## src/rtl/core/ssde_pkg.sv

```systemverilog
// ----------------------------------------------------------------------------
// ssde_pkg
// Shared types, constants and saturating arithmetic for the sparse squared
// distance engine.
// ----------------------------------------------------------------------------
package ssde_pkg;

   localparam int IDX_BITS      = 12;
   localparam int DATA_BITS     = 32;
   localparam int ACC_BITS      = 64;
   localparam int CNT_BITS      = 32;
   localparam int EPOCH_BITS    = 8;
   localparam int FIFO_DEPTH    = 8;
   localparam int FIFO_PTR_BITS = 3;

   localparam logic OP_QUERY = 1'b0;
   localparam logic OP_CAND  = 1'b1;

   typedef logic signed [ACC_BITS-1:0] acc_type;

   localparam acc_type ACC_MAX = 64'sh7FFF_FFFF_FFFF_FFFF;
   localparam acc_type ACC_MIN = 64'sh8000_0000_0000_0000;

   typedef struct packed {
      acc_type value;
      logic    ovf;
   } sat_type;

   // One entry after the multiply stage.
   typedef struct packed {
      logic    valid;
      logic    op;
      logic    last;
      logic    start;
      logic    in_range;
      acc_type sq;
      acc_type dp;
   } prod_type;

   typedef struct packed {
      acc_type               distance;
      logic [CNT_BITS-1:0]   candidate_number;
      logic                  overflow;
   } rsp_type;

   function automatic sat_type add_sat(input acc_type a, input acc_type b);
      logic [ACC_BITS:0] s;
      sat_type           r;
      s       = {a[ACC_BITS-1], a} + {b[ACC_BITS-1], b};
      r.ovf   = s[ACC_BITS] ^ s[ACC_BITS-1];
      r.value = r.ovf ? (s[ACC_BITS] ? ACC_MIN : ACC_MAX) : acc_type'(s[ACC_BITS-1:0]);
      return r;
   endfunction

   function automatic sat_type sub_sat(input acc_type a, input acc_type b);
      logic [ACC_BITS:0] s;
      sat_type           r;
      s       = {a[ACC_BITS-1], a} - {b[ACC_BITS-1], b};
      r.ovf   = s[ACC_BITS] ^ s[ACC_BITS-1];
      r.value = r.ovf ? (s[ACC_BITS] ? ACC_MIN : ACC_MAX) : acc_type'(s[ACC_BITS-1:0]);
      return r;
   endfunction

endpackage

```

## src/rtl/core/ssde_accum.sv

```systemverilog
// ----------------------------------------------------------------------------
// ssde_accum
// Norm and dot-product accumulators, then the final combination
// norm_q + norm_c - 2*dot over two register stages.
// ----------------------------------------------------------------------------
module ssde_accum (
   input  logic                clock,
   input  logic                reset,
   input  ssde_pkg::prod_type  prod,
   output logic                push,
   output ssde_pkg::rsp_type   push_data
);

   ssde_pkg::acc_type                  qn_ff, qn_in, dot_ff, dot_in, cn_ff, cn_in;
   logic                               qsat_ff, qsat_in, sat_ff, sat_in;
   logic [ssde_pkg::CNT_BITS-1:0]      cnt_ff, cnt_in;

   ssde_pkg::acc_type                  qn_base;
   ssde_pkg::sat_type                  qadd, dadd, cadd;
   logic                               sat_new;

   logic                               f3_valid_ff, f3_valid_in;
   ssde_pkg::acc_type                  f3_qn_ff, f3_cn_ff, f3_dot_ff;
   logic                               f3_flag_ff, f3_flag_in;
   logic [ssde_pkg::CNT_BITS-1:0]      f3_cnt_ff;

   ssde_pkg::sat_type                  s_sum, d2_sum, dist_diff;
   logic                               s4_valid_ff;
   ssde_pkg::acc_type                  s4_s_ff, s4_d2_ff;
   logic                               s4_flag_ff;
   logic [ssde_pkg::CNT_BITS-1:0]      s4_cnt_ff;

   assign qn_base = prod.start ? '0 : qn_ff;
   assign qadd    = ssde_pkg::add_sat(qn_base, prod.sq);
   assign dadd    = ssde_pkg::add_sat(dot_ff, prod.dp);
   assign cadd    = ssde_pkg::add_sat(cn_ff, prod.sq);
   assign sat_new = sat_ff || dadd.ovf || cadd.ovf;

   always_comb begin
      qn_in       = qn_ff;
      qsat_in     = qsat_ff;
      dot_in      = dot_ff;
      cn_in       = cn_ff;
      sat_in      = sat_ff;
      cnt_in      = cnt_ff;
      f3_valid_in = 1'b0;
      f3_flag_in  = sat_new || qsat_ff;
      if (prod.valid) begin
         if (prod.op == ssde_pkg::OP_QUERY) begin
            // First query entry drops any partial candidate.
            if (prod.start) begin
               qn_in   = '0;
               qsat_in = 1'b0;
               dot_in  = '0;
               cn_in   = '0;
               sat_in  = 1'b0;
               cnt_in  = '0;
            end
            if (prod.in_range) begin
               qn_in   = qadd.value;
               qsat_in = (prod.start ? 1'b0 : qsat_ff) || qadd.ovf;
            end
         end else begin
            dot_in = dadd.value;
            cn_in  = cadd.value;
            sat_in = sat_new;
            if (prod.last) begin
               f3_valid_in = 1'b1;
               dot_in      = '0;
               cn_in       = '0;
               sat_in      = 1'b0;
               cnt_in      = ssde_pkg::CNT_BITS'(cnt_ff + 1'b1);
            end
         end
      end
   end

   always_ff @(posedge clock) begin
      if (reset) begin
         qn_ff       <= '0;
         qsat_ff     <= 1'b0;
         dot_ff      <= '0;
         cn_ff       <= '0;
         sat_ff      <= 1'b0;
         cnt_ff      <= '0;
         f3_valid_ff <= 1'b0;
         s4_valid_ff <= 1'b0;
      end else begin
         qn_ff       <= qn_in;
         qsat_ff     <= qsat_in;
         dot_ff      <= dot_in;
         cn_ff       <= cn_in;
         sat_ff      <= sat_in;
         cnt_ff      <= cnt_in;
         f3_valid_ff <= f3_valid_in;
         s4_valid_ff <= f3_valid_ff;
      end
   end

   always_ff @(posedge clock) begin
      f3_qn_ff   <= qn_ff;
      f3_cn_ff   <= cadd.value;
      f3_dot_ff  <= dadd.value;
      f3_flag_ff <= f3_flag_in;
      f3_cnt_ff  <= cnt_ff;
   end

   assign s_sum  = ssde_pkg::add_sat(f3_qn_ff, f3_cn_ff);
   assign d2_sum = ssde_pkg::add_sat(f3_dot_ff, f3_dot_ff);

   always_ff @(posedge clock) begin
      s4_s_ff    <= s_sum.value;
      s4_d2_ff   <= d2_sum.value;
      s4_flag_ff <= f3_flag_ff || s_sum.ovf || d2_sum.ovf;
      s4_cnt_ff  <= f3_cnt_ff;
   end

   assign dist_diff = ssde_pkg::sub_sat(s4_s_ff, s4_d2_ff);

   always_comb begin
      push                       = s4_valid_ff;
      push_data.distance         = dist_diff.value;
      push_data.candidate_number = s4_cnt_ff;
      push_data.overflow         = s4_flag_ff || dist_diff.ovf;
   end

endmodule

```

## config.mk

```make
export PLATFORM = sky130hd
export DESIGN_NAME = ssde_accum
export DESIGN_NICKNAME = d
export VERILOG_FILES = /design/src/rtl/core/ssde_pkg.sv /design/src/rtl/core/ssde_accum.sv
export SDC_FILE = /design/constraint.sdc
export NUM_CORES = 2
export LEC_CHECK = 0
export ABC_AREA = 0
export ABC_CLOCK_PERIOD_IN_PS = 9000
export BUFFER_PORTS_ARGS = -buffer_cell sky130_fd_sc_hd__clkbuf_2
export CORE_ASPECT_RATIO = 1.2
export CORE_MARGIN = 2
export CORE_UTILIZATION = 40
export DETAILED_ROUTE_END_ITERATION = 16
export HOLD_SLACK_MARGIN = 0.03
export PLACE_DENSITY_LB_ADDON = 0.08
export REMOVE_ABC_BUFFERS = 1
export SLEW_MARGIN = 20
export SYNTH_ARGS = -nofsm -noshare
export SYNTH_HDL_FRONTEND = slang
export SYNTH_SLANG_ARGS = --single-unit
```

## constraint.sdc

```tcl
create_clock -name clock -period 9 [get_ports clock]
set_input_delay 1.35 -clock clock [delete_from_list [all_inputs] [get_ports clock]]
set_output_delay 1.35 -clock clock [all_outputs]
set_load 0.05 [all_outputs]
```

# Word-level counts from Yosys, hierarchy flattened
# Cells that the tools add are included.
dict set report classes {
  n_addsub 7
  multipliers 0
  n_div 0
  n_lt_le_gt_ge 0
  n_eq_ne 1
  shifts 0
  mux 28
  bitwise 8
  n_reduce_logical 12
}
# op n
set ops {}
lappend ops {{two-way mux 64 bit} 19}
lappend ops {{adder 64 x 64 -> 65 bit} 5}
lappend ops {{two-way mux 32 bit} 3}
lappend ops {{subtractor 64 x 64 -> 65 bit} 1}
lappend ops {{adder 32 x 1 -> 32 bit (second input constant)} 1}
lappend ops {{logical OR 1 bit} 7}
lappend ops {{two-way mux 1 bit} 6}
lappend ops {{XOR 1 bit} 6}
lappend ops {{AND reduction 2 bit} 2}
lappend ops {{AND reduction 3 bit} 1}
lappend ops {{OR reduction 3 bit} 1}
lappend ops {{!= test 2 bit (second input constant)} 1}
lappend ops {{inverter 1 bit} 2}
lappend ops {{nonzero test 2 bit} 1}
dict set report word_totals {
  regBits 614
  latch_bits 0
  ram_bits 0
  mem_bits_ro 0
  in_bits 135
  out_inout_bits 98
  word_cells 73
  memories 0
}

# Depth between registers and ports, before layout
dict set report depth {
  depth_word 6
  depth_mapped 19
  mapped_depth_nobuf 15
}

# Least setup slack after synthesis
# OpenSTA, ideal clock, no wires.
dict set report synth_path {
  path_type {register -> output}
  startpoint {register s4_s_ff[0]}
  endpoint {output push_data[85] in the netlist's numbering}
  t_arrival_ps 4063
  required_time_ps 7650
  setup_slack_ps 3587
  stages_incl_launch_ff 19
  n_path_buf 3
  cell_sequence {dfxtp_1 -> inv_1 -> ha_1 -> inv_1 -> fa_1 -> a211oi_2 -> nor3_1 -> o2111ai_1 -> a21oi_1 -> o31ai_2 -> nand2b_1 -> a41oi_1 -> o31ai_2 -> a31o_2 -> buf_2 -> nor2_2 -> buf_4 -> buf_4 -> o21ai_0}
}
# item line
set synth_rtl {}
lappend synth_rtl {{start: declaration} ssde_accum.sv:29} ;# ssde_pkg::acc_type s4_s_ff, s4_d2_ff;
lappend synth_rtl {{start signal: assignment} ssde_accum.sv:112} ;# s4_s_ff <= s_sum.value;
lappend synth_rtl {{end: declaration} ssde_accum.sv:11} ;# output ssde_pkg::rsp_type push_data

==> results.ini <==
[outcome]
status=complete, no violations

[timing]
fin_ws_ns=1.88
slew_violations=0
skew_ns=0.0149
rsz0062_at_grt=false
hold_violations=0
worst_pin_slew_ns=1.13
max_freq_mhz=140
fin_tns_setup_ns=0
setup_viol=0
slew_headroom_pct=24.6
fin_crit_sh_pct=79.1
finalCriticalPeriod_ns=7.12

[worst_setup_path]
timing.rr.start=cn_ff[0]$_SDFFE_PP0P_
r2r_slack_ns=3.85
r2r-end=cn_ff[4]$_SDFFE_PP0P_
cp.required_ns=7.65
crit_type=register to primary output
crit_path_end_kind=primary output
crit_fanout=33
cp_top_family=compound AO/OA/AOI/OAI gates
slowest_delay_ns=0.51
reg2reg_depth=16
startpoint_type=register
worst_ep_arrival_time_ns=5.77
crit_slowest_cell=a41oi_1
crit_buf_inv=4
crit_chain=inv_1, ha_1, inv_1, fa_1, a211oi_2, nor3_1, o2111ai_1, a21oi_1, o31ai_2, nand2b_1, a41oi_1, o31ai_2, a31o_2, nor2_4, buf_4, o21ai_0, clkbuf_2

[synthesis]
synth_top_cell_area_share_pct=32.2
synthArstFlopShare_pct=0
synth_seq_cells=614
syn_avg_cell_area_um2=8.10
synth_area_leaders=dfxtp_1 (32%), ha_1 (11%), a21oi_1 (6.3%)
synth_cells=4719
synth_edf_count=0
ys_seq_area_share_pct=32.2
yosysWarnings=0
netlist_area_um2=38200
synthFlopType=dfxtp_1
yosys.area.top_type=dfxtp_1
synth.distinct_cells=95

[cts]
clockBufferDepth=3
cts.sinks=614
post_cts_buffers=0
hold_buffers=0
clk_pin_slew_worst_paths_ns=0.06
cts_tree=done
cts-root-buf=clkbuf_16
clk_latency_ns=0.63
cts_buffers=69
htree_levels=3
post_cts_resized=0

[run]
maxCapViolCount=0

[grt]
grt_pass1_vias=33500
grt_pass1_wl_mm=190
track_usage_pct=24.1
antenna_found_initial=0
globalRouteOverflowTotal=0
grt_max_degree=74

[detailed_routing]
via_count=34100
firstDrtPassIters=6
drc=0
vias_per_cell=5.59
finalWirelength_mm=121
drt_iter0_drc=2461
routedWlPerCell_um=19.7
ant_nets=0

[hold_path]
min_path_type=register to register
whs_endpoint=s4_cnt_ff[23]$_DFF_P_
worstHoldStart=f3_cnt_ff[23]$_DFF_P_
whs_path_depth=0

[final_layout]
seq_area_um2=12300
area.growth.synth_to_final_pct=11.6
layout-drive-gt1-share_pct=9.33
fillers=9718
nets=5251
multiInputGateArea_um2=24200

[floorplanning]
die_w_um=286
die_h_um=343
placementRows=124
fp.coreArea_um2=95000
io_pins=233
start_util_pct=40.2
fp.dieArea_um2=98000

[power_and_ir_drop]
finalPower_mw=13.4
powerDensity_nw_per_um2=314
max-vdd-ir-drop_v=0.000610
leakage_nw=18.6

[placed_design]
pre_cts_slack_ns=2.31
globalplace.congestion=0.907
dp_hpwl_mm=94.6
io_buffers=232

cells in the mapped netlist, drive strengths merged (8+ instances only):
library cell	number
ha	323
clkbuf	205
a22oi	9
a21o	244
a211oi	48
o22ai	24
o31ai	28
xor2	128
buf	58
or3	29
nand2	446
o211ai	152
a31oi	45
nand3	88
a41oi	14
and3	36
and2	26
nor4	13
inv	184
nand2b	48
a21oi	485
nand4	88
o2111ai	11
and4	9
o21bai	61
a211o	8
o21ai	431
a221oi	32
a21boi	18
maj3	10
nor3	89
o32ai	12
xnor2	186
nor2b	88
o21a	43
or2	17
o311ai	9
nor2	253
dfxtp	614
registers in the layout, summed over array words and instances, names as in the netlist, 32 cells and up:
| name | cells |
|---|---|
| cnt_ff | 32 |
| s4_cnt_ff | 32 |
| f3_cn_ff | 64 |
| cn_ff | 64 |
| s4_s_ff | 64 |
| s4_d2_ff | 64 |
| dot_ff | 64 |
| f3_dot_ff | 64 |
| qn_ff | 64 |
| f3_qn_ff | 64 |
| f3_cnt_ff | 32 |
kinds of logic after synthesis:
family	Yosys count	share of synthesized area, %
XOR/XNOR	314	7.22
AO/OA/AOI/OAI	1751	29.1
buffers and inverters	448	4.74
flip-flops	614	32.2
adder cells (fa/ha/maj)	338	11.1
multiplexers	3	0.0786
AND/OR/NAND/NOR	1251	15.6
per-layer routing:
metal / wire length [µm] / share of wire [%] / GRT usage [%]
met3: 4720 / 3.9 / 2.65
met1: 57100 / 47 / 32.8
met5: 0 / 0 / 0
met4: 4280 / 3.6 / 9.08
met2: 54500 / 45 / 39.3
placed cells by master (no fill, tap or decap), drive strengths merged, types with 9 or more instances in the layout:
master and instances:
nand4 88, ha 323, nor2b 88, a21o 244, a21oi 485, nand2b 48, or2 17, clkbuf 317
nand3 88, buf 29, maj3 10, and3 36, a22oi 9, bufinv 9, o21a 43, a211oi 48
o32ai 12, o21ai 431, o21bai 61, xnor2 186, or3 29, nor2 253, a221oi 32, o2111ai 11
o22ai 24, a21boi 18, clkinv 21, and4 9, nand2 446, a41oi 14, xor2 128, o311ai 9
and2 26, o31ai 28, dfxtp 614, nor3 89, a31oi 45, inv 193, nor4 13, o211ai 152
final cells by class:
type	count	share of cell area, %
Antenna cell	1	0.00587
Clock buffer	85	4.40
Sequential cell	614	28.8
Clock inverter	43	1.38
Tap cell	1260	3.70
Timing Repair Buffer	261	3.26
Multi-Input combinational cell	3657	56.8
Inverter	185	1.63
report_power, final:
| part | total (mW) | internal [mW] | switching [mW] |
|---|---|---|---|
| combinational | 7.09 | 1.98 | 5.11 |
| sequential | 3.27 | 3.11 | 0.159 |
| clock | 3.03 | 1.78 | 1.25 |
| total | 13.4 | 6.87 | 6.52 |
per-stage QoR:
| step | util [%] | area [µm²] | instances | hold WS, ns |
|---|---|---|---|---|
| after detailed placement | 42.3 | 40100 | 5976 | 0.312 |
| after global routing | 44.9 | 42600 | 6105 | 0.331 |
| after floorplan | - | 37100 | 4456 | 0.310 |
| final | 44.9 | 42600 | 6106 | 0.325 |
| after CTS | 44.9 | 42600 | 6104 | 0.326 |
| after global placement | 42.3 | 40100 | 5976 | 0.311 |
how the worst max path moves through the flow:
stage	slack [ns]	end	cells past startpoint	from
global route	1.53	push_data[35]	17	s4_s_ff[0]$_DFF_P_
detailed placement	2.31	push_data[40]	14	s4_d2_ff[12]$_DFF_P_
finish	1.88	push_data[35]	17	s4_s_ff[0]$_DFF_P_
CTS	1.60	push_data[40]	14	s4_d2_ff[12]$_DFF_P_
floorplan	2.00	cn_ff[0]$_SDFFE_PP0P_	11	prod[94]
global placement	2.35	push_data[40]	14	s4_d2_ff[12]$_DFF_P_
No activity file was read; power rests on OpenSTA's default activity.
