File: src/rtl/core/ssde_pkg.sv
// ----------------------------------------------------------------------------
// ssde_pkg
// Shared types, constants and saturating arithmetic for the sparse squared
// distance engine.
// ----------------------------------------------------------------------------
package ssde_pkg;

   localparam int IDX_BITS      = 12;
   localparam int DATA_BITS     = 32;
   localparam int ACC_BITS      = 64;
   localparam int CNT_BITS      = 32;
   localparam int EPOCH_BITS    = 8;
   localparam int FIFO_DEPTH    = 8;
   localparam int FIFO_PTR_BITS = 3;

   localparam logic OP_QUERY = 1'b0;
   localparam logic OP_CAND  = 1'b1;

   typedef logic signed [ACC_BITS-1:0] acc_type;

   localparam acc_type ACC_MAX = 64'sh7FFF_FFFF_FFFF_FFFF;
   localparam acc_type ACC_MIN = 64'sh8000_0000_0000_0000;

   typedef struct packed {
      acc_type value;
      logic    ovf;
   } sat_type;

   // One entry after the multiply stage.
   typedef struct packed {
      logic    valid;
      logic    op;
      logic    last;
      logic    start;
      logic    in_range;
      acc_type sq;
      acc_type dp;
   } prod_type;

   typedef struct packed {
      acc_type               distance;
      logic [CNT_BITS-1:0]   candidate_number;
      logic                  overflow;
   } rsp_type;

   function automatic sat_type add_sat(input acc_type a, input acc_type b);
      logic [ACC_BITS:0] s;
      sat_type           r;
      s       = {a[ACC_BITS-1], a} + {b[ACC_BITS-1], b};
      r.ovf   = s[ACC_BITS] ^ s[ACC_BITS-1];
      r.value = r.ovf ? (s[ACC_BITS] ? ACC_MIN : ACC_MAX) : acc_type'(s[ACC_BITS-1:0]);
      return r;
   endfunction

   function automatic sat_type sub_sat(input acc_type a, input acc_type b);
      logic [ACC_BITS:0] s;
      sat_type           r;
      s       = {a[ACC_BITS-1], a} - {b[ACC_BITS-1], b};
      r.ovf   = s[ACC_BITS] ^ s[ACC_BITS-1];
      r.value = r.ovf ? (s[ACC_BITS] ? ACC_MIN : ACC_MAX) : acc_type'(s[ACC_BITS-1:0]);
      return r;
   endfunction

endpackage

File: src/rtl/core/ssde_rsp_fifo.sv
// ----------------------------------------------------------------------------
// ssde_rsp_fifo
// Register FIFO holding finished results until the receiver takes them.
// ----------------------------------------------------------------------------
module ssde_rsp_fifo (
   input  logic               clock,
   input  logic               reset,
   input  logic               push,
   input  ssde_pkg::rsp_type  push_data,
   output logic               rsp_valid,
   input  logic               rsp_stall,
   output ssde_pkg::rsp_type  rsp_data
);

   localparam int PW = ssde_pkg::FIFO_PTR_BITS;

   ssde_pkg::rsp_type entries_ff [ssde_pkg::FIFO_DEPTH];
   logic [PW:0]       wr_ptr_ff, wr_ptr_in, rd_ptr_ff, rd_ptr_in;
   logic              pop;

   assign rsp_valid = wr_ptr_ff != rd_ptr_ff;
   assign pop       = rsp_valid && !rsp_stall;
   assign rsp_data  = entries_ff[rd_ptr_ff[PW-1:0]];
   assign wr_ptr_in = push ? (PW+1)'(wr_ptr_ff + 1'b1) : wr_ptr_ff;
   assign rd_ptr_in = pop  ? (PW+1)'(rd_ptr_ff + 1'b1) : rd_ptr_ff;

   always_ff @(posedge clock) begin
      if (reset) begin
         wr_ptr_ff <= '0;
         rd_ptr_ff <= '0;
      end else begin
         wr_ptr_ff <= wr_ptr_in;
         rd_ptr_ff <= rd_ptr_in;
      end
   end

   always_ff @(posedge clock) begin
      if (push) begin
         entries_ff[wr_ptr_ff[PW-1:0]] <= push_data;
      end
   end

endmodule

File: config.mk
export PLATFORM = sky130hd
export DESIGN_NAME = ssde_rsp_fifo
export DESIGN_NICKNAME = d
export VERILOG_FILES = /design/src/rtl/core/ssde_pkg.sv /design/src/rtl/core/ssde_rsp_fifo.sv
export SDC_FILE = /design/constraint.sdc
export NUM_CORES = 1
export LEC_CHECK = 0
export BUFFER_PORTS_ARGS = -buffer_cell sky130_fd_sc_hd__buf_2
export CORE_MARGIN = 2
export CORE_UTILIZATION = 50
export CTS_BUF_LIST = sky130_fd_sc_hd__clkbuf_4
export CTS_CLUSTER_DIAMETER = 100
export CTS_CLUSTER_SIZE = 24
export DETAILED_ROUTE_END_ITERATION = 7
export PLACE_DENSITY_LB_ADDON = 0.2
export SLEW_MARGIN = 10
export SYNTH_ARGS = -nofsm -noshare
export SYNTH_HDL_FRONTEND = slang
export SYNTH_SLANG_ARGS = --single-unit
File: constraint.sdc
create_clock -name clock -period 9.4 [get_ports clock]
set_clock_uncertainty 0.1 [all_clocks]
set_input_delay 0.47 -clock clock [delete_from_list [all_inputs] [get_ports clock]]
set_output_delay 0.47 -clock clock [all_outputs]
set_load 0.01 [all_outputs]
Word-level counts from Yosys, hierarchy flattened
Memories as Yosys holds them, arrays and structs flattened. A register that Yosys moved wholly into a read port is not among the register bits.
Cells that the tools add are included.
{ "totals": {"reg_bits": 8, "ram_bits": 776, "inputBits": 101, "output_inout_bits": 98, "elab_cells": 12, "memories": 1} }
{ "classes": {"addsub": 2, "n_eq_ne": 1, "mux": 4, "reduce_logical": 2} }
{ "memory_table": {"columns": ["name", "depth", "word_bits", "read_ports", "rd_clocked_by_memory_dff", "wr", "line", "rtl"], "rows": [
  ["entries_ff", 8, 97, 1, 1, 1, "ssde_rsp_fifo.sv:17", "ssde_pkg::rsp_type entries_ff [ssde_pkg::FIFO_DEPTH];"]
]} }
{ "ops": {"columns": ["op", "n"], "rows": [
  ["4-bit by 1-bit adder with 4-bit output (second input constant)", 2],
  ["3-bit two-way mux", 2],
  ["4-bit != test", 1],
  ["1-bit two-way mux", 2],
  ["1-bit logical AND", 1],
  ["1-bit zero test", 1]
]} }

Longest topological paths before layout
Gate-level depths: netlist of the first run.
{ "depth": {"word_depth": 4, "mapped_depth": 5} }

Worst setup path before layout of the first run
Ideal clock, no wire load.
{ "synth_timing": {"path_type": "input to register", "start": "in push", "end": "mem entries_ff[0][0] (netlist name) (enable)", "arrival_ns": 7.127, "t_required_ns": 8.628, "setup_slack_ns": 1.501, "cell_stages": 2, "path_buffers": 0, "cell_sequence": "nand2b_1 -> nor3_1"} }
{ "synth_via": {"elab_chain_cells": 2} }
{ "synth_lines": {"columns": ["item", "line", "rtl"], "rows": [
  ["start: declaration", "ssde_rsp_fifo.sv:8", "input logic push,"],
  ["1-bit two-way mux", "ssde_rsp_fifo.sv:38", "if (push) begin"],
  ["1-bit two-way mux (not written as such)", "ssde_rsp_fifo.sv:39", "entries_ff[wr_ptr_ff[PW-1:0]] <= push_data;"],
  ["end: declaration", "ssde_rsp_fifo.sv:17", null]
]} }
Every way passes these cells.

==> metrics, run 1 <==
core area 58800 µm²; CP Class reg2out; Final setup viols 0; ANT nets after route 0; WL final 56.92 mm; crit end category output pin; WHS Path Cells 2; Max Cap Viol 0; sequential fraction of design power 0.643; Hold Crit Class in2reg; CTS Sinks 787; Rows 89; Post-Syn Nets 1283; Area Overhead vs Synth 11.03%; switching power total 1.488 mW; Final Util 0.5597; CP Max Fanout 55; Synth top cells by count 776 x edfxtp_1, 194 x mux4_2, 98 x mux2_2; r2r setup slk 6.12 ns; startpoint class of the critical path flip-flop; largest net degree at the start of global routing 107; outcome finished clean; Worst-Margin Slew 1.110 ns; Worst Hold Margin 0.2829 ns; Worst R2R Path Depth 4; gr usage total 0.1901; Max rail drop VDD 137.2 µV; routed wire length per instance 25.07 µm; CTS H-tree lvls 2; Max-slew headroom 0.2602; CP Data Arrival Time 4.03 ns; clock network fraction of design power 0.191; Tcrit/Tclk final 0.4889; CP dominant cell by count buf_4; area of the die 61250 µm²; CTS max path bufs 3; slowest stage cell, crit path dfxtp_4; crit-path max cell delay 0.79 ns; port bufs 198; top cells by area, synth edfxtp_1 79%, mux4_2 15%, mux2_2 3.7%; Async S/R FF share, synth 0; Slew Limit Fails 0; cells after synthesis 1180; RePlAce Congestion 0.6953; Cell variety after synth 22; setup tns final 0 ns; leakage power 10.16 nW; DP HPWL 28.36 mm; EDFF count, synth 776; Worst-Skew Late Latency 0.85 ns; cts bufs inserted 39; logic gate share of total power 0.166; vias in the first global route 13949; RSZ-0062 raised after global routing no; filler instances 4427; hold violation count in the final report 0; Critical Path RT 8.83 ns; Root Buffer clkbuf_4; Tmin final 4.596 ns; count leader, synth edfxtp_1; vias post-DR 12892; cell area after synthesis 29640 µm²; vias per inst 5.677; DRC viols 0; main flop type after synthesis edfxtp_1; initial antenna violation count 9; Avg Inst Size Synth 25.12 µm²; die width 247.5 µm; # IOs 199; Cell Chain, Critical Path buf_4, buf_4, mux4_2, mux2_2, buf_2; 1st-iter DRT viols 992; PwrDens 189.3 nW/µm²; post-route setup slack 4.804 ns; Yosys top cell area share 0.7862; layout cells sized above 1 0.3845; final net count 1584; post-CTS resize count 0; sw frac 0.2389; sequential share of the synthesized area 0.7936; FF+latch count, synth 787; Highest Clock Rate 0.2176 GHz; Final Power 6.230 mW; Die Y-Extent 247.5 µm; pre-CTS WS 5.656 ns; first-pass GRT wire length 85.88 mm; Initial Util 0.5041; drt pass-1 iters 5; Pint 4.742 mW; grt total ovfl 0; largest area contributor in the synthesized netlist edfxtp_1; yosys warns 0; CTS tree yes; Reg clk slew, reported paths 0.23 ns
repair_timing:
item                                    in CTS  in global routing
hold endpoints to repair                   787                  0
hold buffers                               101                  0
endpoints found under the setup margin       0                  0
buffers inserted                             0                  0
critical path: cells and delay by family (launching register included):
kind	cells	cell delay (ns)
buffers and inverters	3	1.56
DFF	1	0.79
muxes	2	0.72
power groups by stage:
| stage | clock, mW | combinational (mW) | sequential (mW) |
|---|---|---|---|
| 4_1_cts | 1.24 | 1.06 | 4.01 |
| 3_3_place_gp | 0 | 1.02 | 4.08 |
| 6_report | 1.19 | 1.04 | 4.00 |
| 3_5_place_dp | 0 | 1.03 | 4.09 |
| 5_1_grt | 1.35 | 1.13 | 4.02 |
| 2_1_floorplan | 0 | 0.774 | 4.05 |
registers in the layout, summed over array words and instances (netlist names), named ones only:
| signal | count |
|---|---|
| rd_ptr_ff | 4 |
| entries_ff | 776 |
| wr_ptr_ff | 4 |
cell type report:
type | count | area (µm²) | share of cell area
Timing Repair Buffer | 318 | 2195 | 0.06668
Antenna cell | 5 | 12.51 | 0.0003802
Tap cell | 773 | 967.2 | 0.02939
Multi-Input combinational cell | 335 | 5802 | 0.1763
Sequential cell | 787 | 23530 | 0.7151
Clock buffer | 48 | 360.3 | 0.01095
Clock inverter | 5 | 40.04 | 0.001217
through the flow:
| stage | std cells | cell area (µm²) |
|---|---|---|
| finish | 2271 | 32910 |
| global route | 2268 | 32900 |
| CTS | 2266 | 32900 |
| detailed placement | 2112 | 31490 |
| global placement | 2112 | 31490 |
| floorplan | 1180 | 29640 |
per-layer routing:
layer	track usage	part of all wire	vias to the layer above
met1	0.2677	0.44	6946
li1	-	-	5615
met2	0.3151	0.49	264
met5	0	0.00090	-
met4	0.04068	0.016	8
met3	0.03449	0.052	59
cells by family after synthesis:
kind of cell / after synthesis / share of synthesized area
compound gates: 4 / 0.001224
xor+xnor: 8 / 0.002364
fa+ha+maj: 2 / 0.0008441
buf+inv: 58 / 0.01254
flops: 787 / 0.7936
mux: 294 / 0.1853
simple gates: 27 / 0.004137
path summary, 6_finish.rpt:
path                start           endpoint
min reg2reg  wr_ptr_ff[3]       wr_ptr_ff[3]
max             flip-flop       rsp_data[53]
max reg2reg  wr_ptr_ff[0]  entries_ff[7][79]
min          push_data[0]   entries_ff[2][0]
cells in the final DEF (no fill, tap or decap), drive strengths merged, types with 2 or more instances in the layout:
cell type | Yosys | final
a21oi | 2 | 2
buf | 34 | 217
clkbuf | 24 | 48
clkinv | 0 | 3
dfxtp | 11 | 11
diode | 0 | 5
dlygate4sd3 | 0 | 101
edfxtp | 776 | 776
ha | 2 | 2
mux2 | 98 | 98
mux2i | 2 | 2
mux4 | 194 | 194
nand2 | 3 | 3
nand2b | 3 | 3
nand4 | 2 | 2
nor2 | 15 | 15
nor3 | 2 | 2
xnor2 | 7 | 7
Power figures use the tool's default switching activity.
==> run 2: changes to the inputs <==
==> constraint.sdc (replaced) <==
create_clock -name clock -period 3.68 [get_ports clock]
set_clock_uncertainty 0.1 [all_clocks]
set_input_delay 0.184 -clock clock [delete_from_list [all_inputs] [get_ports clock]]
set_output_delay 0.184 -clock clock [all_outputs]
set_load 0.01 [all_outputs]
==> run 2 against run 1 <==
Effect of this change: flip-flop and latch count unchanged; power rose to 2.6 times the previous value; final cell count up 4.4%; core utilization up 1.9 points; clock power up 150%; setup slack worse by 4.4 ns; register-to-register slack worse by 4.8 ns; global-route usage up 0.068 points; worst hold slack worse by 0.22 ns; non-clock buffer count up 102; critical path depth unchanged; combinational power rose to 2.8 times the previous value.
==> metrics, run 2 (synthesis gave the netlist of run 1 again) <==
outcome finished clean; switching power total 3.780 mW; layer with the highest usage met2; Rows 89; Max rail drop VDD 263.1 µV; filler instances 4331; Max Cap Viol 0; Slew Limit Fails 0; CTS max path bufs 3; Hold Crit Class in2reg; DRC viols 0; Cell Chain, Critical Path buf_12, buf_12, mux4_2, mux2_2, buf_2; 1st-iter DRT viols 900; vias per inst 5.619; CP Class reg2out; CP dominant cell by count buf_12; layout cells sized above 1 0.3667; Final setup viols 0; FF+latch area 23530 µm²; final net count 1685; Reg2Reg Launch Point wr_ptr_ff[2]; WHS Path Cells 2; Post-CTS Setup Inserts 0; routed wire length per instance 24.26 µm; Die Y-Extent 247.5 µm; gr usage total 0.1907; most frequent cells in the layout 776 x edfxtp_1, 198 x buf_2, 194 x mux4_2; Placed Area 31760 µm²; Initial Util 0.5041; Tcrit/Tclk final 0.8992; r2r endpoint entries_ff[6][71]; met3 usage 0.03374; Hold Crit Start push_data[29]; Worst-Margin Slew 0.8971 ns; Root Buffer clkbuf_4; ANT nets after route 0; setup tns final 0 ns; WL final 57.53 mm; sw frac 0.2362; CTS Sinks 787; crit end category output pin; first-pass GRT wire length 86.28 mm; RSZ-0062 raised after global routing no; CTS tree yes; port bufs 198; cts bufs inserted 38; vias post-DR 13322; Reg clk slew, reported paths 0.23 ns; CP Max Fanout 24; Finished Layout Cells 2371; Design Area, Final 34040 µm²; area of the die 61250 µm²; commonest non-fill, non-tap cell in the layout edfxtp_1; clock network fraction of design power 0.183; area of the multi-input gates 5814 µm²; core area 58800 µm²; Worst-Skew Late Latency 0.82 ns; Highest Clock Rate 0.3022 GHz; slowest stage cell, crit path dfxtp_4; r2r setup slk 1.30 ns; largest net degree at the start of global routing 98; met1 usage 0.2666; Pint 12.22 mW; # IOs 199; Worst R2R Path Depth 3; startpoint class of the critical path flip-flop; DP HPWL 30.01 mm; CTS H-tree lvls 2; hold violation count in the final report 0; # placed instances 2125; leakage power 10.61 nW; drt pass-1 iters 4; RePlAce Congestion 0.7147; Tmin final 3.309 ns; Area Overhead vs Synth 14.85%; CP Data Arrival Time 3.03 ns; vias in the first global route 14230; sequential fraction of design power 0.636; crit-path max cell delay 0.65 ns; initial antenna violation count 10; met2 GRT Util 0.3198; Max-slew headroom 0.4019; number of flip-flops under the largest register name 776; Hold Path End entries_ff[4][29]; Critical Path RT 3.40 ns; grt total ovfl 0; logic gate share of total power 0.180; die width 247.5 µm; PwrDens 470.1 nW/µm²
==> run 2: worst max-delay path, delay by kind of cell (launching register included) <==
kind / cells / cell delay (ns)
muxes: 2 / 0.82
DFF: 1 / 0.65
buffers and inverters: 3 / 0.67
==> run 2: layout make-up <==
type / instances / area share
Sequential cell: 787 / 0.6913
Multi-Input combinational cell: 335 / 0.1708
Timing Repair Buffer: 420 / 0.09828
Tap cell: 773 / 0.02841
Clock buffer: 47 / 0.01036
Antenna cell: 8 / 0.0005881
Clock inverter: 1 / 0.0002205
==> run 2: per-layer routing <==
metal | share of wire | wire (µm)
met5 | 0.00073 | 42
met4 | 0.016 | 929
met3 | 0.045 | 2592
met2 | 0.51 | 29080
met1 | 0.43 | 24890
==> run 2: power groups by stage <==
stage	Combinational, mW	Sequential, mW	Clock [mW]
2_1_floorplan	1.98	10.3	0
3_5_place_dp	2.78	10.4	0
4_1_cts	2.96	10.2	3.07
6_report	2.89	10.2	2.94
3_3_place_gp	2.76	10.4	0
5_1_grt	3.12	10.2	3.35
==> run 2: worst max-delay path by stage <==
stage | slack, ns | to | cells past startpoint | start
after floorplan | -1.63 | entries_ff[4][0] | 3 | wr_ptr_ff[0]
after detailed placement | 1.24 | rsp_data[56] | 5 | flip-flop
final | 0.37 | rsp_data[55] | 5 | flip-flop
after global placement | 1.25 | rsp_data[56] | 5 | flip-flop
after CTS | 0.22 | rsp_data[56] | 5 | flip-flop
after global routing | 0.13 | rsp_data[47] | 5 | flip-flop
==> run 2: timing repair <==
action,4_1_cts,5_1_grt
endpoints found under the setup margin,0,0
hold buffers,190,0
gates resized for setup,0,0
hold endpoints to repair,806,0
==> run 2: through the flow <==
step	worst slack [ns]	total power [mW]	hold WS (ns)	util
after global routing	0.1334	16.68	-0.01085	0.5789
after floorplan	-1.626	12.32	0.1829	-
final	0.3709	16.00	0.06784	0.5790
after CTS	0.2154	16.21	0.000005218	0.5786
after detailed placement	1.244	13.17	0.3559	0.5402
after global placement	1.252	13.13	0.3461	0.5402
